**src/rtl/fra_pkg.sv**
```systemverilog
package fra_pkg;

  localparam int Width = 32;
  localparam int MagW = 2 * Width;

  localparam logic [1:0] StOk = 2'd0;
  localparam logic [1:0] StZeroDen = 2'd1;
  localparam logic [1:0] StOverflow = 2'd2;

  localparam logic ActReduce = 1'b0;
  localparam logic ActAdd = 1'b1;

  typedef enum logic [3:0] {
    S_IDLE,
    S_MUL1,
    S_MUL2,
    S_MUL3,
    S_COMBINE,
    S_MOD,
    S_DIVN,
    S_DIVD,
    S_FINISH,
    S_OUT
  } state_t;

  typedef struct packed {
    logic       action;
    logic [31:0] first_numerator;
    logic [31:0] first_denominator;
    logic [31:0] second_numerator;
    logic [31:0] second_denominator;
  } in_beat_t;

  typedef struct packed {
    logic [31:0] result_numerator;
    logic [31:0] result_denominator;
    logic [1:0]  status;
  } out_beat_t;

endpackage

```
**src/rtl/fra_in_if.sv**
```systemverilog
interface fra_in_if;
  logic valid;
  logic ready;
  fra_pkg::in_beat_t data;
  modport source (output valid, output data, input ready);
  modport sink (input valid, input data, output ready);
endinterface

```
**src/rtl/fra_out_if.sv**
```systemverilog
interface fra_out_if;
  logic valid;
  logic ready;
  fra_pkg::out_beat_t data;
  modport source (output valid, output data, input ready);
  modport sink (input valid, input data, output ready);
endinterface

```
**src/rtl/fraction_reduce_and_add.sv**
```systemverilog
// Fraction reduce/add. One beat at a time: in.ready is high only while idle.
// Reduce or add then reduce; GCD and both final divisions run on one shared
// 64-bit restoring divider, one quotient bit per cycle. Add first forms
// three 32x32 products, one per cycle. The GCD uses Euclid modulo steps;
// a zero denominator goes straight to output with status StZeroDen. The result
// register holds until out.ready; the next beat is taken after it leaves.
module fraction_reduce_and_add (
  input logic clk,
  input logic rst,
  fra_in_if.sink in,
  fra_out_if.source out
);

  localparam int W = fra_pkg::Width;
  localparam int M = fra_pkg::MagW;

  fra_pkg::state_t state, state_next;

  logic act;
  logic n1s, d1s, n2s, d2s, ns, ds;
  logic [W-1:0] n1m, d1m, n2m, d2m;
  logic [M-1:0] p1, p2, nm, dm, gb;
  logic [M-1:0] dvd, dvs, quo, rem;
  logic [6:0] cnt;
  fra_pkg::out_beat_t res;

  // shared multiplier operands
  logic [W-1:0] ma, mb;
  logic [M-1:0] prod;
  assign prod = {{W{1'b0}}, ma} * {{W{1'b0}}, mb};

  // divider step
  logic [M:0] rtry;
  assign rtry = {rem, dvd[M-1]} - {1'b0, dvs};

  logic [M-1:0] rnext, qnext;
  assign rnext = rtry[M] ? {rem[M-2:0], dvd[M-1]} : rtry[M-1:0];
  assign qnext = {quo[M-2:0], ~rtry[M]};

  function automatic logic [W-1:0] mag_of(input logic [31:0] v);
    logic [W-1:0] x;
    x = v[W-1:0];
    return x[W-1] ? (~x + 1'b1) : x;
  endfunction

  logic [M-1:0] lim;
  assign lim = {{(M-W){1'b0}}, 1'b1, {(W-1){1'b0}}};

  function automatic logic [31:0] to_field(input logic neg, input logic [M-1:0] m);
    logic [31:0] v;
    v = m[31:0];
    return neg ? (~v + 32'd1) : v;
  endfunction

  always_comb begin
    ma = n1m;
    mb = d2m;
    case (state)
      fra_pkg::S_MUL2: begin
        ma = n2m;
        mb = d1m;
      end
      fra_pkg::S_MUL3: begin
        ma = d1m;
        mb = d2m;
      end
      default: ;
    endcase
  end

  always_comb begin
    state_next = state;
    case (state)
      fra_pkg::S_IDLE: if (in.valid) state_next = fra_pkg::S_MUL1;
      fra_pkg::S_MUL1: begin
        if (d1m == '0 || (act == fra_pkg::ActAdd && d2m == '0)) state_next = fra_pkg::S_OUT;
        else if (act == fra_pkg::ActReduce) state_next = fra_pkg::S_COMBINE;
        else state_next = fra_pkg::S_MUL2;
      end
      fra_pkg::S_MUL2: state_next = fra_pkg::S_MUL3;
      fra_pkg::S_MUL3: state_next = fra_pkg::S_COMBINE;
      fra_pkg::S_COMBINE: state_next = fra_pkg::S_MOD;
      fra_pkg::S_MOD: begin
        if (cnt == 7'd0) state_next = fra_pkg::S_MOD;
      end
      fra_pkg::S_DIVN: ;
      fra_pkg::S_DIVD: ;
      fra_pkg::S_FINISH: state_next = fra_pkg::S_OUT;
      fra_pkg::S_OUT: if (out.ready) state_next = fra_pkg::S_IDLE;
      default: state_next = fra_pkg::S_IDLE;
    endcase
    if ((state == fra_pkg::S_MOD || state == fra_pkg::S_DIVN || state == fra_pkg::S_DIVD)
        && cnt == 7'(M)) begin
      case (state)
        fra_pkg::S_MOD: state_next = (rnext == '0) ? fra_pkg::S_DIVN : fra_pkg::S_MOD;
        fra_pkg::S_DIVN: state_next = fra_pkg::S_DIVD;
        fra_pkg::S_DIVD: state_next = fra_pkg::S_FINISH;
        default: ;
      endcase
    end
  end

  always_ff @(posedge clk) begin
    if (rst) state <= fra_pkg::S_IDLE;
    else state <= state_next;
  end

  always_ff @(posedge clk) begin
    case (state)
      fra_pkg::S_IDLE: begin
        act <= in.data.action;
        n1s <= in.data.first_numerator[W-1];
        d1s <= in.data.first_denominator[W-1];
        n2s <= in.data.second_numerator[W-1];
        d2s <= in.data.second_denominator[W-1];
        n1m <= mag_of(in.data.first_numerator);
        d1m <= mag_of(in.data.first_denominator);
        n2m <= mag_of(in.data.second_numerator);
        d2m <= mag_of(in.data.second_denominator);
      end
      fra_pkg::S_MUL1: begin
        p1 <= prod;
        res <= {32'd0, 32'd0, fra_pkg::StZeroDen};
      end
      fra_pkg::S_MUL2: p2 <= prod;
      fra_pkg::S_MUL3: dm <= prod;
      fra_pkg::S_COMBINE: begin
        if (act == fra_pkg::ActReduce) begin
          nm <= {{(M-W){1'b0}}, n1m};
          dm <= {{(M-W){1'b0}}, d1m};
          ns <= (n1m == '0) ? 1'b0 : n1s;
          ds <= d1s;
          gb <= {{(M-W){1'b0}}, d1m};
          dvd <= {{(M-W){1'b0}}, n1m};
          dvs <= {{(M-W){1'b0}}, d1m};
        end else begin
          ds <= d1s ^ d2s;
          gb <= dm;
          dvs <= dm;
          if ((n1s ^ d2s) == (n2s ^ d1s)) begin
            nm <= p1 + p2;
            dvd <= p1 + p2;
            ns <= (p1 + p2 == '0) ? 1'b0 : (n1s ^ d2s);
          end else if (p1 >= p2) begin
            nm <= p1 - p2;
            dvd <= p1 - p2;
            ns <= (p1 == p2) ? 1'b0 : (n1s ^ d2s);
          end else begin
            nm <= p2 - p1;
            dvd <= p2 - p1;
            ns <= n2s ^ d1s;
          end
        end
        rem <= '0;
        quo <= '0;
        cnt <= 7'd1;
      end
      fra_pkg::S_MOD, fra_pkg::S_DIVN, fra_pkg::S_DIVD: begin
        if (cnt == 7'(M)) begin
          cnt <= 7'd1;
          rem <= '0;
          quo <= '0;
          case (state)
            fra_pkg::S_MOD: begin
              if (rnext == '0) begin
                dvd <= nm;
                dvs <= gb;
              end else begin
                gb <= rnext;
                dvd <= gb;
                dvs <= rnext;
              end
            end
            fra_pkg::S_DIVN: begin
              nm <= qnext;
              dvd <= dm;
            end
            default: dm <= qnext;
          endcase
        end else begin
          cnt <= cnt + 7'd1;
          rem <= rnext;
          quo <= qnext;
          dvd <= {dvd[M-2:0], 1'b0};
        end
      end
      fra_pkg::S_FINISH: begin
        if ((ns ? nm > lim : nm >= lim) || (ds ? dm > lim : dm >= lim)) begin
          res <= {32'd0, 32'd0, fra_pkg::StOverflow};
        end else begin
          res <= {to_field(ns, nm), to_field(ds, dm), fra_pkg::StOk};
        end
      end
      default: ;
    endcase
  end

  assign in.ready = (state == fra_pkg::S_IDLE);
  assign out.valid = (state == fra_pkg::S_OUT);
  assign out.data = res;

endmodule
```
**src/flat_wrapper.sv**
```systemverilog
// flat-port wrapper written by rule: the top's interface ports become plain ports
module fraction_reduce_and_add_flat 
  (clk, rst, in_valid, in_data, in_ready, out_valid, out_data, out_ready);
  fra_in_if in_i ();
  fra_out_if out_i ();
  input logic clk;
  input logic rst;
  input wire logic [$bits(in_i.valid)-1:0] in_valid;
  input wire logic [$bits(in_i.data)-1:0] in_data;
  output wire logic [$bits(in_i.ready)-1:0] in_ready;
  output wire logic [$bits(out_i.valid)-1:0] out_valid;
  output wire logic [$bits(out_i.data)-1:0] out_data;
  input wire logic [$bits(out_i.ready)-1:0] out_ready;
  assign in_i.valid = in_valid;
  assign in_i.data = in_data;
  assign in_ready = in_i.ready;
  assign out_valid = out_i.valid;
  assign out_data = out_i.data;
  assign out_i.ready = out_ready;
  fraction_reduce_and_add u_core (.clk(clk), .rst(rst), .in(in_i), .out(out_i));
endmodule
```
**config.mk**
```make
export PLATFORM = sky130hd
export DESIGN_NAME = fraction_reduce_and_add_flat
export DESIGN_NICKNAME = d
export VERILOG_FILES = /design/src/rtl/fra_pkg.sv /design/src/rtl/fra_in_if.sv /design/src/rtl/fra_out_if.sv /design/src/rtl/fraction_reduce_and_add.sv /design/src/flat_wrapper.sv
export SDC_FILE = /design/constraint.sdc
export NUM_CORES = 2
export LEC_CHECK = 0
export BUFFER_PORTS_ARGS = -buffer_cell sky130_fd_sc_hd__buf_2
export CORE_MARGIN = 1
export CORE_UTILIZATION = 45
export DETAILED_ROUTE_END_ITERATION = 8
export HOLD_SLACK_MARGIN = 0.05
export PLACE_DENSITY = 0.57
export SLEW_MARGIN = 20
export SYNTH_ARGS = -nofsm -noshare
export SYNTH_HDL_FRONTEND = slang
export SYNTH_SLANG_ARGS = --single-unit
```
**constraint.sdc**
```tcl
create_clock -name clk -period 24.1 [get_ports clk]
set_input_delay 1.205 -clock clk [delete_from_list [all_inputs] [get_ports clk]]
set_output_delay 1.205 -clock clk [all_outputs]
set_load 0.01 [all_outputs]
```
# Word-level counts from Yosys, hierarchy flattened
# Cells that the tools add are included.
[totals] ff_bits=723 out_inout_bits=68 wordCells=149 in_bits=133
[classes] bitwise_logic=10 multipliers=1 n_addsub=11 eq_ne=18 n_reduce_logical=23 magnitude_cmp=5 mux=53
[ops] cell="two-way mux 64 bit" count=15
[ops] cell="case mux 64 bit (2 select lines)" count=5
[ops] cell="adder 32 x 1 -> 32 bit, second input constant" count=6
[ops] cell="NOT 32 bit" count=6
[ops] cell="case mux 64 bit (3 select lines)" count=1
[ops] cell="case mux 66 bit (2 select lines)" count=1
[ops] cell=">= comparator 64 x 32 -> 1 bit, second input constant" count=2
[ops] cell="greater-than comparator 64 x 32 -> 1 bit, second input constant" count=2
[ops] cell="zero test 64 bit" count=2
[ops] cell="subtractor 64 bit" count=2
[ops] cell="case mux 63 bit (2 select lines)" count=1
[ops] cell="two-way mux 31 bit" count=4
[ops] cell="zero test 32 bit" count=3
[ops] cell="two-way mux 32 bit" count=3
[ops] cell="two-way mux 66 bit" count=1
[ops] cell="subtractor 65 x 64 -> 65 bit" count=1
[ops] cell="adder 64 bit" count=1
[ops] cell="equality test 64 bit" count=1
[ops] cell=">= comparator 64 bit" count=1
[ops] cell="multiplier 32 x 32 -> 64 bit" count=1
[ops] cell="case mux 32 bit (2 select lines)" count=1
[ops] cell="two-way mux 63 bit" count=1
[ops] cell="case mux 4 bit (9 select lines)" count=1
[ops] cell="two-way mux 4 bit" count=5
[ops] cell="other kinds (30)" count=54

# Longest topological paths before layout
[logic_depth] word_depth=7 mapped_depth=38 depth_no_buf=33

# Least setup slack after synthesis
# OpenSTA, ideal clock, no wires.
[synth_timing] path_kind="flip-flop to output port" start="reg u_core.state[0]" end="out in_ready" slack_ps=12479 path_stages_with_launch=7 arrival_time_ps=10416 n_path_buf=4 t_required_ps=22895 cell_sequence="dfxtp_1 clkbuf_1 or2_2 clkbuf_1 clkbuf_1 clkbuf_1 nor3_1"
[synth_via] elab_chain_len=1
[synth_rtl] element="from (decl)" line="fraction_reduce_and_add.sv:17" text="fra_pkg::state_t state, state_next;"
[synth_rtl] element="from (signal assigned)" line="fraction_reduce_and_add.sv:104" text="if (rst) state <= fra_pkg::S_IDLE;"
[synth_rtl] element="from (signal assigned)" line="fraction_reduce_and_add.sv:105" text="else state <= state_next;"
[synth_rtl] element="zero test 4 bit" line="fraction_reduce_and_add.sv:198" text="assign in.ready = (state == fra_pkg::S_IDLE);"
[synth_rtl] element="to (decl)" line="flat_wrapper.sv:10" text="output wire logic [$bits(in_i.ready)-1:0] in_ready;"
# No other way between the ends.

# Worst setup path in the final report
[layout_timing] start="reg u_core.state[0]" end="reg u_core.dm[59], data pin"
[layout_via] elab_chain_len=4 word_cells_on_any_way=11 cone_classes="mul (1); eq/ne (6); mux (3); reduce/logical (1)"
[layout_rtl] element="equality test 4 x 2 -> 1 bit" line="fraction_reduce_and_add.sv:58" text="case (state)"
[layout_rtl] element="case mux 32 bit (2 select lines) or two-way mux 32 bit (tied branches)" line="fraction_reduce_and_add.sv:58"
[layout_rtl] element="multiplier 32 x 32 -> 64 bit (*)" line="fraction_reduce_and_add.sv:30" text="assign prod = {{W{1'b0}}, ma} * {{W{1'b0}}, mb};"
[layout_rtl] element="net u_core.prod[59]" line="fraction_reduce_and_add.sv:29" text="logic [M-1:0] prod;"
[layout_rtl] element="case mux 64 bit (3 select lines) (*)" line="fraction_reduce_and_add.sv:109" text="case (state)"
[layout_rtl] element="to (signal assigned)" line="fraction_reduce_and_add.sv:126" text="fra_pkg::S_MUL3: dm <= prod;"
[layout_rtl] element="to (signal assigned)" line="fraction_reduce_and_add.sv:130" text="dm <= {{(M-W){1'b0}}, d1m};"
[layout_rtl] element="to (signal assigned)" line="fraction_reduce_and_add.sv:178" text="default: dm <= qnext;"
[layout_rtl] element="to (decl)" line="fraction_reduce_and_add.sv:22" text="logic [M-1:0] p1, p2, nm, dm, gb;"
# The timed path passes the listed nets; every way through them passes the cells marked *.
# A chain may end at the register's enable or synchronous reset.

==> impl_metrics.tcl <==
set metrics [dict create \
    synth_ff_type "edfxtp_1" \
    initial_core_util 0.453 \
    ys_async_sr_fraction 0 \
    cts_tree "yes" \
    status "completed" \
    core_area_um2 185000 \
    drt_iter0_drc 7911 \
    synth_seq_area_share 0.258 \
    numCtsBuffers 84 \
    slew_headroom 0.145 \
    fin_nets 10877 \
    critPathCaptureType "register" \
    synth.distinct_cells 95 \
    ant_nets 0 \
    routed_wl_um 363000 \
    gp_congestion 1.01 \
    grt_pass1_wl_um 516000 \
    wl_per_cell_um 30.6 \
    h-tree-depth 3 \
    maxCapViolCount 0 \
    clk-insertion-delay-late_ps 780 \
    finalSetupViolations 0 \
    numClockSinks 723 \
    synth_seq_cells 723 \
    crit_type "reg -> reg" \
    synth_edf_count 719 \
    hp-class "reg -> reg" \
    io_buffers 200 \
    final_max_slew_viol_count 0 \
    fmax_mhz 86.3 \
    tns_ps 0 \
    path_common_cell "fa_1" \
    critPathArrivalTime_ps 12130 \
    multi_input_area_um2 56400 \
    cts_root_buf "clkbuf_16" \
    clock_path_buffers 3 \
    syn-mean-instance-area_um2 8.98 \
    antenna_found_initial 17 \
    post-dp-hpwl_um 289000 \
    period_share 0.481 \
    synth_warnings 0 \
    required_ps 24640 \
    ctsHoldBuffers 0 \
    grt_max_degree 170 \
    seqCellArea_um2 21700 \
    area_delta_synth_final_pct 8.32 \
    slowest_stage "buf_4" \
    crit_path_start_kind "register" \
    cp_max_fo 44 \
    mostFrequentLayoutCell "nor2_1" \
    fin_area_um2 90900 \
    path_clk_slew_ps 60 \
    drc 0 \
    top_level_ports 201 \
    vias_per_cell 6.16 \
    fillers 17823 \
    crit_family "adder cells" \
    fp-row-count 158 \
    slowest_delay_ps 770 \
    die-height_um 434 \
    die_x_um 434 \
    rsz0062_at_grt "no" \
    num_vias 73251 \
    syn_nets 10906 \
    period_minus_slack_ps 11580 \
    grt_overflow_total 0 \
    grt_usage 0.381 \
    dr.pass1.iters 9 \
    die-area_um2 188000 \
    worst-slew-pin-transition_ps 1260 \
    synth_cells 9348 \
    cts_setup_buffers 0 \
    dpl_cell_area_um2 87900 \
    finClkSkew_ps 83.8 \
    drive_above_1_share 0.0736 \
    final_cell_mix "1218 x nor2_1, 1160 x inv_1, 916 x nand2_1, 900 x fa_1, 719 x edfxtp_1" \
    grt_pass1_vias 72149 \
    cp_num_buf_inv 6 \
    final_hold_viol_count 0 \
    syn_area_um2 83900 \
    cts_resized 0 \
]
==> path summary, 6_finish.rpt <==
check | depth (start not counted) | from | endpoint | slack, ps
worst min register to register | 2 | u_core.dvd[57] | u_core.dvd[58] | 530
worst min-delay path | 2 | u_core.dvd[57] | u_core.dvd[58] | 530
worst max register to register | 32 | u_core.state[0] | u_core.dm[59] | 12520
worst max-delay path | 32 | u_core.state[0] | u_core.dm[59] | 12520
==> Yosys cell counts (44+ instances only) <==
library cell  count  area, um^2
mux2i_1         250        2500
xor2_1          122        1070
or3_1            72         450
nor2_1         1224        4590
edfxtp_1        719       21600
nand2_1         919        3450
o31ai_1          71         533
clkbuf_1        418        1570
xnor2_1         259        2270
buf_1            55         206
a21oi_1         576        2880
mux2_2           49         552
a31oi_1          74         463
nor4_1          117         732
nand4_1          94         588
o21bai_1         96         721
nand3_1         133         666
and3_1          119         744
inv_1          1161        4360
nor3_1          128         641
ha_1            525        6570
a21o_1          169        1270
nand2b_1         44         275
o21ai_0         424        2120
fa_1            900       18000
a211oi_1         49         368
==> metal layers <==
layer	vias up	share of wire	GRT usage
li1	31613	-	-
met2	3781	0.45	0.596
met5	-	0.00011	0.00260
met1	37160	0.39	0.503
met3	691	0.091	0.0684
met4	6	0.061	0.204
==> sequential cells by signal, summed over array words and instances (netlist names), 63 cells and up <==
register / count
u_core.p2: 64
u_core.dm: 64
u_core.rem: 64
u_core.gb: 64
u_core.p1: 64
u_core.quo: 63
u_core.dvd: 64
u_core.nm: 64
u_core.out.data: 66
==> logic make-up after synthesis <==
kind of cell,after synthesis,synth area share
XOR/XNOR,381,0.0398
multiplexers,300,0.0366
buffers and inverters,1657,0.0745
adder cells (fa/ha/maj),1425,0.293
AND/OR/NAND/NOR,3025,0.160
AO/OA/AOI/OAI,1837,0.138
flip-flops,723,0.258
==> cell type report <==
type | count | area share
sequential | 723 | 0.238
multi-input combinational | 6968 | 0.621
inverter | 1166 | 0.0482
antenna | 16 | 0.000441
tap | 2480 | 0.0341
timing repair buffer | 376 | 0.0262
clock inverter | 61 | 0.00804
clock buffer | 94 | 0.0235
==> through the flow <==
| step | utilization | hold WS, ps | std cells | setup slack, ps |
|---|---|---|---|---|
| 6_report | 0.491 | 531 | 11884 | 12520 |
| 5_1_grt | 0.490 | 556 | 11874 | 12080 |
| 4_1_cts | 0.490 | 539 | 11867 | 12690 |
| 3_5_place_dp | 0.475 | 521 | 11712 | 12730 |
| 3_3_place_gp | 0.475 | 515 | 11711 | 12740 |
| 2_1_floorplan | - | 503 | 9348 | 12480 |
==> worst min-delay path, cell delays in order (launching register included) <==
cell	delay [ps]
edfxtp_1	320
nand2_1	50
o311ai_1	60
Power is not shown: default switching activity piles up to over one toggle a cycle in this logic, so the estimate is an artifact.
